**src/design/swns_pkg.sv**
```systemverilog
// Shared types, mode codes and phase-step constants for the square wave / noise synth.
// No dependencies; imported by every module of the block.
package swns_pkg;

   localparam logic [1:0] MODE_OPEN  = 2'd1;
   localparam logic [1:0] MODE_HALVE = 2'd2;

   localparam int PHASE_SCALE = 65536;
   localparam int SAMPLE_RATE = 22050;

   // Phase increments, floor(f * 65536 / 22050), folded at elaboration.
   localparam logic [15:0] STEP_LOW       = 16'(330 * PHASE_SCALE / SAMPLE_RATE);
   localparam logic [15:0] STEP_MID       = 16'(392 * PHASE_SCALE / SAMPLE_RATE);
   localparam logic [15:0] STEP_HIGH      = 16'(494 * PHASE_SCALE / SAMPLE_RATE);
   localparam logic [15:0] STEP_HARM_LOW  = 16'((330 * 3 / 2) * PHASE_SCALE / SAMPLE_RATE);
   localparam logic [15:0] STEP_HARM_MID  = 16'((392 * 3 / 2) * PHASE_SCALE / SAMPLE_RATE);
   localparam logic [15:0] STEP_HARM_HIGH = 16'((494 * 3 / 2) * PHASE_SCALE / SAMPLE_RATE);
   localparam logic [15:0] STEP_HARM_OPEN = 16'(659 * PHASE_SCALE / SAMPLE_RATE);

   // (2^17 + 1) / 3: x * RECIP_3 >> 17 == x / 3 for any 16-bit x
   localparam logic [16:0] RECIP_3 = 17'h0AAAB;

   localparam logic [15:0] LFSR_TAPS = 16'hB400;
   localparam logic [15:0] LFSR_SEED = 16'h0001;

   typedef enum logic [1:0] {
      NOTE_LOW  = 2'd0,
      NOTE_MID  = 2'd1,
      NOTE_HIGH = 2'd2,
      NOTE_OPEN = 2'd3
   } note_type;

   // One classified transaction as it sits in the queue.
   typedef struct packed {
      note_type   note;
      logic [1:0] sync_level;
      logic       effect;
      logic       halve;
      logic       muted;
   } entry_type;

   function automatic logic [15:0] main_step(input note_type n);
      logic [15:0] s;
      unique case (n)
         NOTE_LOW:  s = STEP_LOW;
         NOTE_MID:  s = STEP_MID;
         NOTE_HIGH: s = STEP_HIGH;
         NOTE_OPEN: s = STEP_HIGH;
         default:   s = STEP_HIGH;
      endcase
      return s;
   endfunction

   function automatic logic [15:0] harm_step(input note_type n);
      logic [15:0] s;
      unique case (n)
         NOTE_LOW:  s = STEP_HARM_LOW;
         NOTE_MID:  s = STEP_HARM_MID;
         NOTE_HIGH: s = STEP_HARM_HIGH;
         NOTE_OPEN: s = STEP_HARM_OPEN;
         default:   s = STEP_HARM_OPEN;
      endcase
      return s;
   endfunction

endpackage

```
**src/design/swns_front.sv**
```systemverilog
// Front end: classifies one tick transaction into a queue entry (note, flags).
// Depends on swns_pkg.
module swns_front
   import swns_pkg::*;
(
   input  logic        [1:0]  sound_mode,
   input  logic        [15:0] turn_number,
   input  logic               archived,
   input  logic        [1:0]  sync_level,
   input  logic               effect_active,
   input  logic               muted,
   output entry_type          entry
);

   logic [32:0] prod;
   logic [15:0] quot;
   logic [16:0] three_q;
   logic [16:0] rem_full;
   logic [1:0]  sel;
   logic [1:0]  idx;

   // turn mod 3 by reciprocal multiply
   always_comb begin
      prod     = 33'(turn_number) * 33'(RECIP_3);
      quot     = prod[32:17];
      three_q  = {quot, 1'b0} + {1'b0, quot};
      rem_full = {1'b0, turn_number} - three_q;
      sel      = rem_full[1:0];
      idx      = archived ? (2'd2 - sel) : sel;
   end

   always_comb begin
      if (sound_mode == MODE_OPEN) begin
         entry.note = NOTE_OPEN;
      end else begin
         unique case (idx)
            2'd0:    entry.note = NOTE_LOW;
            2'd1:    entry.note = NOTE_MID;
            default: entry.note = NOTE_HIGH;
         endcase
      end
      entry.sync_level = sync_level;
      entry.effect     = effect_active;
      entry.halve      = (sound_mode == MODE_HALVE);
      entry.muted      = muted;
   end

endmodule

```
**src/design/swns_queue.sv**
```systemverilog
// Short FIFO of classified entries between front and back ends.
// Depends on swns_pkg.
module swns_queue
   import swns_pkg::*;
#(
   parameter int DEPTH = 2
) (
   input  logic      clock,
   input  logic      reset,
   input  logic      push,
   input  entry_type push_entry,
   output logic      full,
   input  logic      pop,
   output logic      not_empty,
   output entry_type head
);

   localparam int PW = (DEPTH > 1) ? $clog2(DEPTH) : 1;
   localparam int CW = $clog2(DEPTH + 1);

   entry_type         slot_ff [DEPTH];
   logic [PW-1:0]     wr_ptr_ff, wr_ptr_in;
   logic [PW-1:0]     rd_ptr_ff, rd_ptr_in;
   logic [CW-1:0]     count_ff,  count_in;

   function automatic logic [PW-1:0] bump(input logic [PW-1:0] p);
      return (p == PW'(DEPTH - 1)) ? '0 : p + 1'b1;
   endfunction

   assign full      = (count_ff == CW'(DEPTH));
   assign not_empty = (count_ff != '0);
   assign head      = slot_ff[rd_ptr_ff];

   always_comb begin
      wr_ptr_in = push ? bump(wr_ptr_ff) : wr_ptr_ff;
      rd_ptr_in = pop  ? bump(rd_ptr_ff) : rd_ptr_ff;
      count_in  = count_ff + CW'(push) - CW'(pop);
   end

   always_ff @(posedge clock) begin
      if (reset) begin
         wr_ptr_ff <= '0;
         rd_ptr_ff <= '0;
         count_ff  <= '0;
      end else begin
         wr_ptr_ff <= wr_ptr_in;
         rd_ptr_ff <= rd_ptr_in;
         count_ff  <= count_in;
      end
   end

   always_ff @(posedge clock) begin
      if (push) begin
         slot_ff[wr_ptr_ff] <= push_entry;
      end
   end

   a_no_overflow: assert property (@(posedge clock) disable iff (reset)
      push |-> !full) else $error("queue push while full");
   a_no_underflow: assert property (@(posedge clock) disable iff (reset)
      pop |-> not_empty) else $error("queue pop while empty");
   a_count_bound: assert property (@(posedge clock) disable iff (reset)
      count_ff <= CW'(DEPTH)) else $error("queue count out of range");

endmodule

```
**src/design/swns_back.sv**
```systemverilog
// Back end: phase accumulators, noise LFSR, mixer and the output register.
// Depends on swns_pkg.
module swns_back
   import swns_pkg::*;
(
   input  logic               clock,
   input  logic               reset,
   input  logic               q_not_empty,
   input  entry_type          q_head,
   output logic               q_pop,
   output logic               rsp_valid,
   input  logic               rsp_ready,
   output logic signed [11:0] rsp_sample
);

   logic        [15:0] main_phase_ff,    main_phase_in;
   logic        [15:0] harmony_phase_ff, harmony_phase_in;
   logic        [15:0] noise_ff,         noise_in;
   logic               valid_ff;
   logic signed [11:0] sample_ff,        sample_in;

   logic signed [11:0] sum;
   logic signed [11:0] saw;
   logic signed [11:0] noise_term;

   assign q_pop      = q_not_empty && (!valid_ff || rsp_ready);
   assign rsp_valid  = valid_ff;
   assign rsp_sample = sample_ff;

   always_comb begin
      main_phase_in    = main_phase_ff + main_step(q_head.note);
      harmony_phase_in = harmony_phase_ff + harm_step(q_head.note);
      noise_in         = (noise_ff >> 1) ^ (noise_ff[0] ? LFSR_TAPS : 16'h0000);

      saw        = $signed({4'b0000, harmony_phase_in[15:8]}) - 12'sd128;
      noise_term = $signed({6'b000000, noise_in[5:0]}) - 12'sd32;

      sum = main_phase_in[15] ? 12'sd260 : -12'sd260;
      if (q_head.sync_level != 2'd0) begin
         sum = sum + (harmony_phase_in[15] ? 12'sd110 : -12'sd110);
      end
      if (q_head.sync_level[1]) begin
         sum = sum + saw;
      end
      if (q_head.effect) begin
         sum = sum + (harmony_phase_in[14] ? 12'sd620 : -12'sd620) + noise_term;
      end
      // halve toward zero
      if (q_head.halve) begin
         sum = (sum + $signed({11'd0, sum[11]})) >>> 1;
      end
      sample_in = q_head.muted ? 12'sd0 : sum;
   end

   always_ff @(posedge clock) begin
      if (reset) begin
         main_phase_ff    <= '0;
         harmony_phase_ff <= '0;
         noise_ff         <= LFSR_SEED;
         valid_ff         <= 1'b0;
      end else if (q_pop) begin
         main_phase_ff    <= main_phase_in;
         harmony_phase_ff <= harmony_phase_in;
         noise_ff         <= noise_in;
         valid_ff         <= 1'b1;
      end else if (rsp_ready) begin
         valid_ff         <= 1'b0;
      end
   end

   always_ff @(posedge clock) begin
      if (q_pop) begin
         sample_ff <= sample_in;
      end
   end

   a_noise_alive: assert property (@(posedge clock) disable iff (reset)
      noise_ff != 16'h0000) else $error("noise LFSR locked at zero");
   a_phase_hold: assert property (@(posedge clock) disable iff (reset)
      !q_pop |=> $stable(main_phase_ff) && $stable(harmony_phase_ff))
      else $error("phase moved without a dequeue");
   a_pop_fills: assert property (@(posedge clock) disable iff (reset)
      q_pop |=> valid_ff) else $error("dequeue did not load output");

endmodule

```
**src/design/square_wave_noise_synth_core.sv**
```systemverilog
// Top level of the square wave / noise synth: front classifier, entry queue, back mixer.
// Depends on swns_pkg, swns_front, swns_queue, swns_back.
//
//   channel | ports                       | direction | payload
//   --------+-----------------------------+-----------+-----------------------------------
//   req     | req_valid / req_ready       | in        | mode, turn, archived, sync, effect,
//           |                             |           | muted (one sample tick)
//   rsp     | rsp_valid / rsp_ready       | out       | rsp_sample, signed 12 bit PCM
//
// One transaction per clock sustained while rsp_ready stays high; each tick costs one
// pass through the back end's phase/LFSR/mix path, which updates state once per dequeue.
// The queue is written at acceptance; the back end dequeues and loads the output register
// together once no held sample blocks it, and rsp_valid rises from that load.
// Reset is synchronous; phases clear to zero, the LFSR loads one, no sweep.
// req_ready drops only when the queue is full; a sample held by a low rsp_ready stops
// the back end, and the queue absorbs input until it fills.
module square_wave_noise_synth_core
   import swns_pkg::*;
#(
   parameter int QUEUE_DEPTH = 2
) (
   input  logic               clock,
   input  logic               reset,

   input  logic               req_valid,
   output logic               req_ready,
   input  logic        [1:0]  req_sound_mode,
   input  logic        [15:0] req_turn_number,
   input  logic               req_archived,
   input  logic        [1:0]  req_sync_level,
   input  logic               req_effect_active,
   input  logic               req_muted,

   output logic               rsp_valid,
   input  logic               rsp_ready,
   output logic signed [11:0] rsp_sample
);

   entry_type new_entry;
   entry_type head_entry;
   logic      q_full;
   logic      q_not_empty;
   logic      q_pop;
   logic      q_push;

   // accept whenever the queue has room, independent of the output side
   assign req_ready = !q_full;
   assign q_push    = req_valid && req_ready;

   // front: note choice (turn mod 3, archived reversal, open channel) and flags
   swns_front u_front (
      .sound_mode    (req_sound_mode),
      .turn_number   (req_turn_number),
      .archived      (req_archived),
      .sync_level    (req_sync_level),
      .effect_active (req_effect_active),
      .muted         (req_muted),
      .entry         (new_entry)
   );

   swns_queue #(
      .DEPTH (QUEUE_DEPTH)
   ) u_queue (
      .clock      (clock),
      .reset      (reset),
      .push       (q_push),
      .push_entry (new_entry),
      .full       (q_full),
      .pop        (q_pop),
      .not_empty  (q_not_empty),
      .head       (head_entry)
   );

   // back: advances both phases and the LFSR per transaction, then mixes
   swns_back u_back (
      .clock       (clock),
      .reset       (reset),
      .q_not_empty (q_not_empty),
      .q_head      (head_entry),
      .q_pop       (q_pop),
      .rsp_valid   (rsp_valid),
      .rsp_ready   (rsp_ready),
      .rsp_sample  (rsp_sample)
   );

endmodule

```
**config.mk**
```make
export PLATFORM = sky130hd
export DESIGN_NAME = square_wave_noise_synth_core
export DESIGN_NICKNAME = d
export VERILOG_FILES = /design/src/design/swns_pkg.sv /design/src/design/swns_front.sv /design/src/design/swns_queue.sv /design/src/design/swns_back.sv /design/src/design/square_wave_noise_synth_core.sv
export SDC_FILE = /design/constraint.sdc
export NUM_CORES = 1
export LEC_CHECK = 0
export ABC_AREA = 1
export BUFFER_PORTS_ARGS = -buffer_cell sky130_fd_sc_hd__buf_2
export CAP_MARGIN = 5
export CELL_PAD_IN_SITES_DETAIL_PLACEMENT = 1
export CELL_PAD_IN_SITES_GLOBAL_PLACEMENT = 1
export CORE_MARGIN = 4
export CORE_UTILIZATION = 43
export CTS_CLUSTER_DIAMETER = 120
export DETAILED_ROUTE_END_ITERATION = 16
export PLACE_DENSITY_LB_ADDON = 0.1
export SKIP_CTS_REPAIR_TIMING = 1
export SLEW_MARGIN = 20
export SYNTH_ARGS = -nofsm -noshare
export SYNTH_HDL_FRONTEND = slang
export SYNTH_HIERARCHICAL = 1
export SYNTH_SLANG_ARGS = --single-unit
export TNS_END_PERCENT = 50
```
**constraint.sdc**
```tcl
create_clock -name clock -period 6.7 [get_ports clock]
set_input_delay 1.005 -clock clock [delete_from_list [all_inputs] [get_ports clock]]
set_output_delay 1.005 -clock clock [all_outputs]
set_load 0.03 [all_outputs]
```
==> results of run 1 <==
==> cell type report <==
type,count,area (sq um)
fill,2792,10400
tap,280,350
clock inverter,7,56.3
multi-input combinational,904,7010
sequential,80,1870
inverter,288,1090
clock buffer,9,225
timing repair buffer,125,838
==> cell usage after synthesis, drive strengths merged (3+ instances only) <==
library cell	n
nand2	285
inv	283
nor2	128
ha	125
nand3	79
a21oi	71
o21ai	67
fa	59
dfxtp	54
edfxtp	26
xor2	23
buf	12
clkbuf	11
xnor2	11
nor3	10
mux2	7
nand4	6
clkinv	5
a21o	4
a31oi	4
nand3b	4
o211ai	4
or2	4
a211oi	3
o21bai	3
==> critical path: cells and delay by family <==
kind	cells	cell delay, ns
simple gates	10	0.81
fa+ha+maj	9	3.73
compound gates	1	0.13
xor+xnor	2	0.31
buf+inv	6	0.48
==> sequential cells by signal, summed over array words and instances, names as in the netlist, named ones only <==
register / flops
u_back/main_phase_ff: 16
u_queue/slot_ff: 14
u_queue/count_ff: 2
u_back/harmony_phase_ff: 16
u_back/rsp_sample: 12
u_back/rsp_valid: 1
u_back/noise_ff: 16
u_queue/wr_ptr_ff: 1
u_queue/rd_ptr_ff: 1
==> metal layers <==
layer,track usage (%),vias up
li1,-,4273
met1,28.5,4093
met2,38.7,85
met3,2.68,29
met4,5.25,0
met5,0,-
==> kinds of logic after synthesis <==
family	count (synthesis)	synth area share [%]
simple gates	517	25.3
xor+xnor	34	3.13
buf+inv	311	12.6
fa+ha+maj	184	28.8
flops	80	19.5
mux	7	1.10
compound gates	162	9.53
==> worst paths after layout <==
check / start / end / slack [ns] / cells after the start
setup / recovery: req_turn_number[1] / u_queue/slot_ff[1][5] / 0.31 / 28
hold / removal: u_back/noise_ff[7] / u_back/noise_ff[7] / 0.49 / 2
hold reg to reg: u_back/noise_ff[7] / u_back/noise_ff[7] / 0.49 / 2
setup reg to reg: flop / u_back/rsp_sample[7] / 0.36 / 47
==> stage by stage <==
step | util (%) | instances
2_1_floorplan | - | 1295
3_3_place_gp | 48.3 | 1670
3_5_place_dp | 48.3 | 1670
4_1_cts | 49.6 | 1686
5_1_grt | 52.4 | 1693
6_report | 52.4 | 1693
==> summary.md, run 1 <==
| Metric | Value |
|---|---|
| Status | `complete, no violations` |
| Setup ws final | `0.311 ns` |
| Worst Tran Pin Value | `0.836 ns` |
| Final wirelength | `26.4 mm` |
| Pin count of the biggest net entering global routing | `62` |
| RePlAce Congestion | `0.865` |
| MaxCap Viol Count | `0` |
| Die Ht | `roughly 160 um` |
| Slowest cell on crit path | `fa_1` |
| Post-Syn Nets | `1506` |
| I/O pin count | `41` |
| Async SR Flop Fraction | `0%` |
| Design Area, Final | `around 0.011 sq mm` |
| Share of cells above drive strength 1 | `22.6%` |
| Synth warn | `6` |
| Routed WL per cell | `15.6 um` |
| Initial antenna violation count | `0` |
| Root Buffer | `clkbuf_16` |
| Via density | `5.01` |
| Area growth syn-to-layout | `20.0%` |
| CTS Sinks | `80` |
| Crit. End Element | `flop` |
| Grt total ovfl | `0` |
| CTS tree | `yes` |
| Most frequent cells in the layout | `inv_1, nand2_1, nor2_1` |
| Hpwl dp | `21.2 mm` |
| Die area | `0.0246 sq mm` |
| DR top layer | `met4` |
| Post-synthesis cell type count | `50` |
| Clock-pin slew on the worst setup and hold paths | `0.06 ns` |
| Post-synth EDFFs | `26` |
| Final #Nets | `1619` |
| Hold WS | `between 0.4 and 0.5 ns` |
| Commonest non-fill, non-tap cell in the layout | `inv_1` |
| Routed length on met2 | `12.8 mm` |
| Achievable Freq | `157 MHz` |
| Port Buffers | `40` |
| Tmin final | `6.39 ns` |
| Placed cell area | `0.0105 sq mm` |
| WS Path Type | `primary input to flop` |
| CP peak stage delay | `0.55 ns` |
| Biggest area consumer among synthesized cells | `ha_1` |
| CP startpoint kind | `primary input` |
| Clock Path Buffers | `2` |
| Synth top area cells | `ha_1, fa_1, dfxtp_1` |
| Share of the synthesized area in the top cell type | `16.4%` |
| WP data arrival | `6.48 ns` |
| Iter 0 DRT Violations | `267` |
| Fin Clk Skew | `0.0106 ns` |
| Mapped Area | `0.00953 sq mm` |
| DR DRC count | `0` |
| First-pass GRT wire length | `approximately 43 mm` |
| Relative slew slack | `43.9%` |
| Hold Crit Class | `flop to flop` |
| Met3 WL post-DR | `462 um` |
| Aggregate global-route resource usage | `21.9%` |
| Met1 Wirelength | `between 10 and 15 mm` |
| Worst-Skew Late Latency | `between 0.3 and 0.4 ns` |
| Worst Path Max Fanout | `4` |
| Num CTS Buffers | `9` |
| Effective utilization at floorplan | `between 40% and 50%` |
| Drt first pass iters | `5` |
| Max H-tree Level | `3` |
| RSZ-0062 raised after global routing | `true` |
| Core region area | `0.0218 sq mm` |
| Sequential area share after synthesis | `19.5%` |
| Pins Over Slew Limit | `0` |
| Setup_tns | `0 ns` |
| Final hold vios | `0` |
| Rows | `54` |
| Die W | `157 um` |
| Tcrit/Tclk final | `a little over nine tenths` |
| Seq cells post-synth | `80` |
| Final setup fails | `0` |
| Dpl ws | `-0.260 ns` |
| Routed Antenna Nets | `0` |
| Vias in the first global route | `9000` |
| Syn avg cell area | `7.36 sq um` |
| Critical path required time | `between 6 and 7 ns` |
| Mapped Cells | `between 1000 and 1500` |
| Main synth FF type | `dfxtp_1` |
| Number of diodes | `0` |
| Vias | `8480` |
Power of run 1 is not shown: default switching activity piles up to over one toggle a cycle in this logic, so the estimate is an artifact.
==> run 2, diff against run 1 <==
--- a/config.mk
+++ b/config.mk
@@ -10,7 +10,7 @@
 export CAP_MARGIN = 5
 export CELL_PAD_IN_SITES_DETAIL_PLACEMENT = 1
 export CELL_PAD_IN_SITES_GLOBAL_PLACEMENT = 1
-export CORE_MARGIN = 4
+export CORE_MARGIN = 5
 export CORE_UTILIZATION = 43
 export CTS_CLUSTER_DIAMETER = 120
 export DETAILED_ROUTE_END_ITERATION = 16
==> summary.md, run 2 (synthesis results as in run 1) <==
| Metric | Value |
|---|---|
| Status | `complete, no violations (unchanged)` |
| Tcrit/Tclk final | `97.2% (was 95.4%)` |
| Pins Over Slew Limit | `0 (unchanged)` |
| Clock-pin slew on the worst setup and hold paths | `0.07 ns (was 0.06 ns)` |
| Multi-input gate area | `0.00711 sq mm (was 0.00701 sq mm)` |
| Final #Nets | `1618 (was 1619)` |
| Worst Tran Pin Value | `0.838 ns (was 0.836 ns)` |
| WS Path Type | `primary input to flop (unchanged)` |
| CTS Sinks | `80 (unchanged)` |
| Critical path required time | `6.79 ns (about the same)` |
| Vias in the first global route | `8987 (was 9000)` |
| First-pass GRT wire length | `43.3 mm (was 43.4 mm)` |
| Setup ws final | `0.191 ns (was 0.311 ns)` |
| CP startpoint kind | `primary input (unchanged)` |
| Achievable Freq | `154 MHz (was 157 MHz)` |
| Core region area | `0.0218 sq mm (unchanged)` |
| Final setup fails | `0 (unchanged)` |
| Root Buffer | `clkbuf_16 (unchanged)` |
| CTS tree | `yes (unchanged)` |
| DR DRC count | `0 (unchanged)` |
| Num CTS Buffers | `9 (unchanged)` |
| Rows | `54 (unchanged)` |
| Aggregate global-route resource usage | `20.6% (was 21.9%)` |
| Die area | `0.0252 sq mm (was 0.0246 sq mm)` |
| Grt total ovfl | `0 (unchanged)` |
| Worst Path Max Fanout | `4 (unchanged)` |
| Routed WL per cell | `15.8 um (was 15.6 um)` |
| Area growth syn-to-layout | `21.3% (was 20.0%)` |
| Relative slew slack | `43.8% (was 43.9%)` |
| Initial antenna violation count | `0 (unchanged)` |
| WP data arrival | `6.60 ns (was 6.48 ns)` |
| Worst-Skew Late Latency | `0.35 ns (about the same)` |
| FF/Latch Area | `0.00187 sq mm (unchanged)` |
| Vias | `8463 (was 8480)` |
| Number of diodes | `0 (unchanged)` |
| Iter 0 DRT Violations | `321 (was 267)` |
| Hpwl dp | `21.0 mm (was 21.2 mm)` |
| Share of cells above drive strength 1 | `23.9% (was 22.6%)` |
| Tmin final | `6.51 ns (was 6.39 ns)` |
| Pin count of the biggest net entering global routing | `61 (was 62)` |
| Dpl ws | `-0.343 ns (was -0.260 ns)` |
| Top flop regs | `u_back/harmony_phase_ff x16, u_back/main_phase_ff x16, u_back/noise_ff x16 (unchanged)` |
| Port Buffers | `40 (unchanged)` |
| FILL cells | `2725 (was 2792)` |
| Commonest non-fill, non-tap cell in the layout | `inv_1 (unchanged)` |
| Via density | `5.00 (was 5.01)` |
| R2R Setup Slk | `0.28 ns (was 0.36 ns)` |
| RePlAce Congestion | `0.858 (was 0.865)` |
| I/O pin count | `41 (unchanged)` |
| Fin Clk Skew | `0.0123 ns (was 0.0106 ns)` |
| Final hold vios | `0 (unchanged)` |
| Max H-tree Level | `3 (unchanged)` |
| Drt first pass iters | `4 (was 5)` |
| Die W | `159 um (was 157 um)` |
| Final wirelength | `26.7 mm (was 26.4 mm)` |
| MaxCap Viol Count | `0 (unchanged)` |
| Effective utilization at floorplan | `43.7% (unchanged)` |
| Most frequent cells in the layout | `inv_1, nand2_1, nor2_1 (unchanged)` |
| Crit. End Element | `flop (unchanged)` |
| Clock Path Buffers | `2 (unchanged)` |
| Die Ht | `159 um (was 157 um)` |
| Hold Crit Class | `flop to flop (unchanged)` |
| Routed Antenna Nets | `0 (unchanged)` |
==> run 2: metal layers <==
metal	routed length, um	global-route usage (%)	share of wire (%)	vias up
li1	-	-	-	4276
met4	321	3.68	1.2	0
met5	0	0	0	-
met2	13500	36.9	50	80
met3	522	2.75	2.0	21
met1	12400	26.8	46	4086
==> run 2: final timing paths <==
kind / cells after the start / endpoint / startpoint
worst max-delay path: 28 / u_queue/slot_ff[0][5] / req_turn_number[1]
worst min-delay path: 2 / u_back/main_phase_ff[14] / u_back/main_phase_ff[14]
worst max register to register: 42 / u_back/rsp_sample[3] / u_queue/slot_ff[0][5]
worst min register to register: 2 / u_back/main_phase_ff[14] / u_back/main_phase_ff[14]
==> run 2: stage by stage <==
| stage | cells | util, % | TNS [ns] | hold WS [ns] | area (sq um) |
|---|---|---|---|---|---|
| floorplan | 1295 | - | 0 | 0.443 | 9530 |
| finish | 1692 | 52.9 | 0 | 0.476 | 11600 |
| detailed placement | 1667 | 48.2 | -1.82 | 0.468 | 10500 |
| global placement | 1667 | 48.2 | -0.394 | 0.456 | 10500 |
| CTS | 1683 | 49.7 | -1.16 | 0.480 | 10800 |
| global route | 1692 | 52.9 | -1.12 | 0.508 | 11600 |
==> run 2: layout make-up <==
class / instances / share of cell area, %
clock inverters: 4 / 0.271
multi-input cells: 904 / 61.5
clock buffers: 12 / 2.40
well taps: 280 / 3.03
repair buffers: 124 / 7.19
flip-flops and latches: 80 / 16.1
inverters: 288 / 9.41
==> run 2: critical path: stages <==
cell and delay [ns]:
buf_2 0.11, ha_1 0.32, fa_1 0.53, fa_1 0.45
fa_1 0.49, fa_1 0.49, inv_1 0.05, fa_1 0.54
inv_1 0.07, ha_4 0.25, a21oi_1 0.19, o21ai_0 0.14
nor2_1 0.15, nand2_1 0.10, nand2_1 0.08, nand2_1 0.06
ha_2 0.32, inv_1 0.04, ha_1 0.30, xnor2_2 0.15
nand2_1 0.11, xor2_2 0.16, inv_1 0.07, nand3_1 0.11
nand2_1 0.09, nand2_1 0.07, nand3_1 0.08, nand2_1 0.07
Power of run 2 is left out for the same reason.
==> run 3, diff against run 2 <==
--- a/config.mk
+++ b/config.mk
@@ -7,7 +7,7 @@
 export LEC_CHECK = 0
 export ABC_AREA = 1
 export BUFFER_PORTS_ARGS = -buffer_cell sky130_fd_sc_hd__buf_2
-export CAP_MARGIN = 5
+export CAP_MARGIN = 20
 export CELL_PAD_IN_SITES_DETAIL_PLACEMENT = 1
 export CELL_PAD_IN_SITES_GLOBAL_PLACEMENT = 1
 export CORE_MARGIN = 5
@@ -15,6 +15,7 @@
 export CTS_CLUSTER_DIAMETER = 120
 export DETAILED_ROUTE_END_ITERATION = 16
 export PLACE_DENSITY_LB_ADDON = 0.1
+export REMOVE_ABC_BUFFERS = 1
 export SKIP_CTS_REPAIR_TIMING = 1
 export SLEW_MARGIN = 20
 export SYNTH_ARGS = -nofsm -noshare
==> summary.md, run 3 (synthesis results as in run 1) <==
| Metric | Value |
|---|---|
| Status | `complete, no violations (unchanged)` |
| Grt total ovfl | `0 (unchanged)` |
| Commonest non-fill, non-tap cell in the layout | `inv_1 (unchanged)` |
| Root Buffer | `clkbuf_16 (unchanged)` |
| Final hold vios | `0 (unchanged)` |
| RePlAce Congestion | `0.861 (was 0.858)` |
| Clock-pin slew on the worst setup and hold paths | `0.06 ns (was 0.07 ns)` |
| Via density | `4.96 (was 5.00)` |
| Final #Nets | `1629 (was 1618)` |
| R2R Setup Slk | `0.25 ns (was 0.28 ns)` |
| Max H-tree Level | `3 (unchanged)` |
| First-pass GRT wire length | `43.4 mm (was 43.3 mm)` |
| Final setup fails | `0 (unchanged)` |
| Met1 Wirelength | `12.5 mm (was 12.4 mm)` |
| Vias in the first global route | `9108 (was 8987)` |
| Cells after DPL | `1675 (was 1667)` |
| Rows | `54 (unchanged)` |
| Hpwl dp | `21.2 mm (was 21.0 mm)` |
| Port Buffers | `40 (unchanged)` |
| Hold Crit Class | `flop to flop (unchanged)` |
| Die Ht | `159 um (unchanged)` |
| I/O pin count | `41 (unchanged)` |
| WS Path Type | `flop to flop (was primary input to flop)` |
| Setup ws final | `0.249 ns (was 0.191 ns)` |
| CTS tree | `yes (unchanged)` |
| Number of diodes | `0 (unchanged)` |
| Aggregate global-route resource usage | `20.6% (about the same)` |
| Share of cells above drive strength 1 | `22.5% (was 23.9%)` |
| RSZ-0062 raised after global routing | `true` |
| Placed cell area | `0.0106 sq mm (was 0.0105 sq mm)` |
| Met3 WL post-DR | `457 um (was 522 um)` |
| Die W | `159 um (unchanged)` |
| Most frequent cells in the layout | `inv_1, nand2_1, nor2_1 (unchanged)` |
| Design Area, Final | `0.0115 sq mm (was 0.0116 sq mm)` |
| Routed length on met2 | `13.5 mm (about the same)` |
| Achievable Freq | `155 MHz (was 154 MHz)` |
| Pin count of the biggest net entering global routing | `48 (was 61)` |
| Routed Antenna Nets | `0 (unchanged)` |
| Crit. End Element | `flop (unchanged)` |
| Pins Over Slew Limit | `0 (unchanged)` |
| Worst-Skew Late Latency | `0.35 ns (about the same)` |
| Dpl ws | `-0.234 ns (was -0.343 ns)` |
| Non-Filler Instances | `1703 (was 1692)` |
| CP peak stage delay | `0.51 ns (was 0.54 ns)` |
| Die area | `0.0252 sq mm (unchanged)` |
| Iter 0 DRT Violations | `254 (was 321)` |
| Area growth syn-to-layout | `20.2% (was 21.3%)` |
| CP startpoint kind | `flop (was primary input)` |
| DR DRC count | `0 (unchanged)` |
| Slowest cell on crit path | `fa_1 (unchanged)` |
| Tmin final | `6.45 ns (was 6.51 ns)` |
| Routed WL per cell | `15.7 um (was 15.8 um)` |
| Setup_tns | `0 ns (unchanged)` |
| DR top layer | `met4 (unchanged)` |
| WP data arrival | `6.55 ns (was 6.60 ns)` |
| Vias | `8443 (was 8463)` |
| Tcrit/Tclk final | `96.3% (was 97.2%)` |
| Drt first pass iters | `4 (unchanged)` |
| Clock Path Buffers | `2 (unchanged)` |
| Fin Clk Skew | `0.0143 ns (was 0.0123 ns)` |
| Effective utilization at floorplan | `43.7% (unchanged)` |
| CTS Sinks | `80 (unchanged)` |
| Top flop regs | `u_back/harmony_phase_ff x16, u_back/main_phase_ff x16, u_back/noise_ff x16 (unchanged)` |
| Initial antenna violation count | `0 (unchanged)` |
| Num CTS Buffers | `9 (unchanged)` |
| MaxCap Viol Count | `0 (unchanged)` |
| Relative slew slack | `41.3% (was 43.8%)` |
| Critical path required time | `6.80 ns (was 6.79 ns)` |
| Core region area | `0.0218 sq mm (unchanged)` |
| Final wirelength | `26.7 mm (about the same)` |
| Worst Path Max Fanout | `3 (was 4)` |
| Worst Tran Pin Value | `0.875 ns (was 0.838 ns)` |
[run 3: worst paths after layout]
path | cells after the start | to | from
min reg2reg | 2 | u_back/noise_ff[15] | u_back/noise_ff[15]
max | 47 | u_back/rsp_sample[7] | flop
min | 2 | u_back/noise_ff[15] | u_back/noise_ff[15]
max reg2reg | 47 | u_back/rsp_sample[7] | flop
[run 3: area by class of cell]
cell class | count | area [sq um]
Clock buffer | 11 | 254
Inverter | 288 | 1090
Sequential cell | 80 | 1870
Clock inverter | 5 | 53.8
Multi-Input combinational cell | 904 | 6930
Timing Repair Buffer | 135 | 913
Tap cell | 280 | 350
Fill cell | 2822 | 10400
[run 3: stage by stage]
stage / util (%) / hold WS [ns]
3_3_place_gp: 48.5 / 0.459
3_5_place_dp: 48.5 / 0.467
4_1_cts: 49.9 / 0.479
5_1_grt: 52.5 / 0.524
6_report: 52.5 / 0.475
2_1_floorplan: - / 0.443
[run 3: worst max-delay path, delay by kind of cell (launching register included)]
| kind | cells | cell delay [ns] |
|---|---|---|
| flip-flops | 1 | 0.36 |
| multiplexers | 1 | 0.34 |
| XOR/XNOR | 1 | 0.16 |
| adder cells (fa/ha/maj) | 6 | 1.72 |
| buffers and inverters | 11 | 0.98 |
| AO/OA/AOI/OAI | 3 | 0.27 |
| AND/OR/NAND/NOR | 25 | 2.40 |
[run 3: per-layer routing]
metal  track usage (%)  up-vias
li1                  -     4298
met1              26.5     4052
met2              37.5       81
met3              2.33       12
met4              3.84        0
met5                 0        -
Power of run 3 is left out for the same reason.
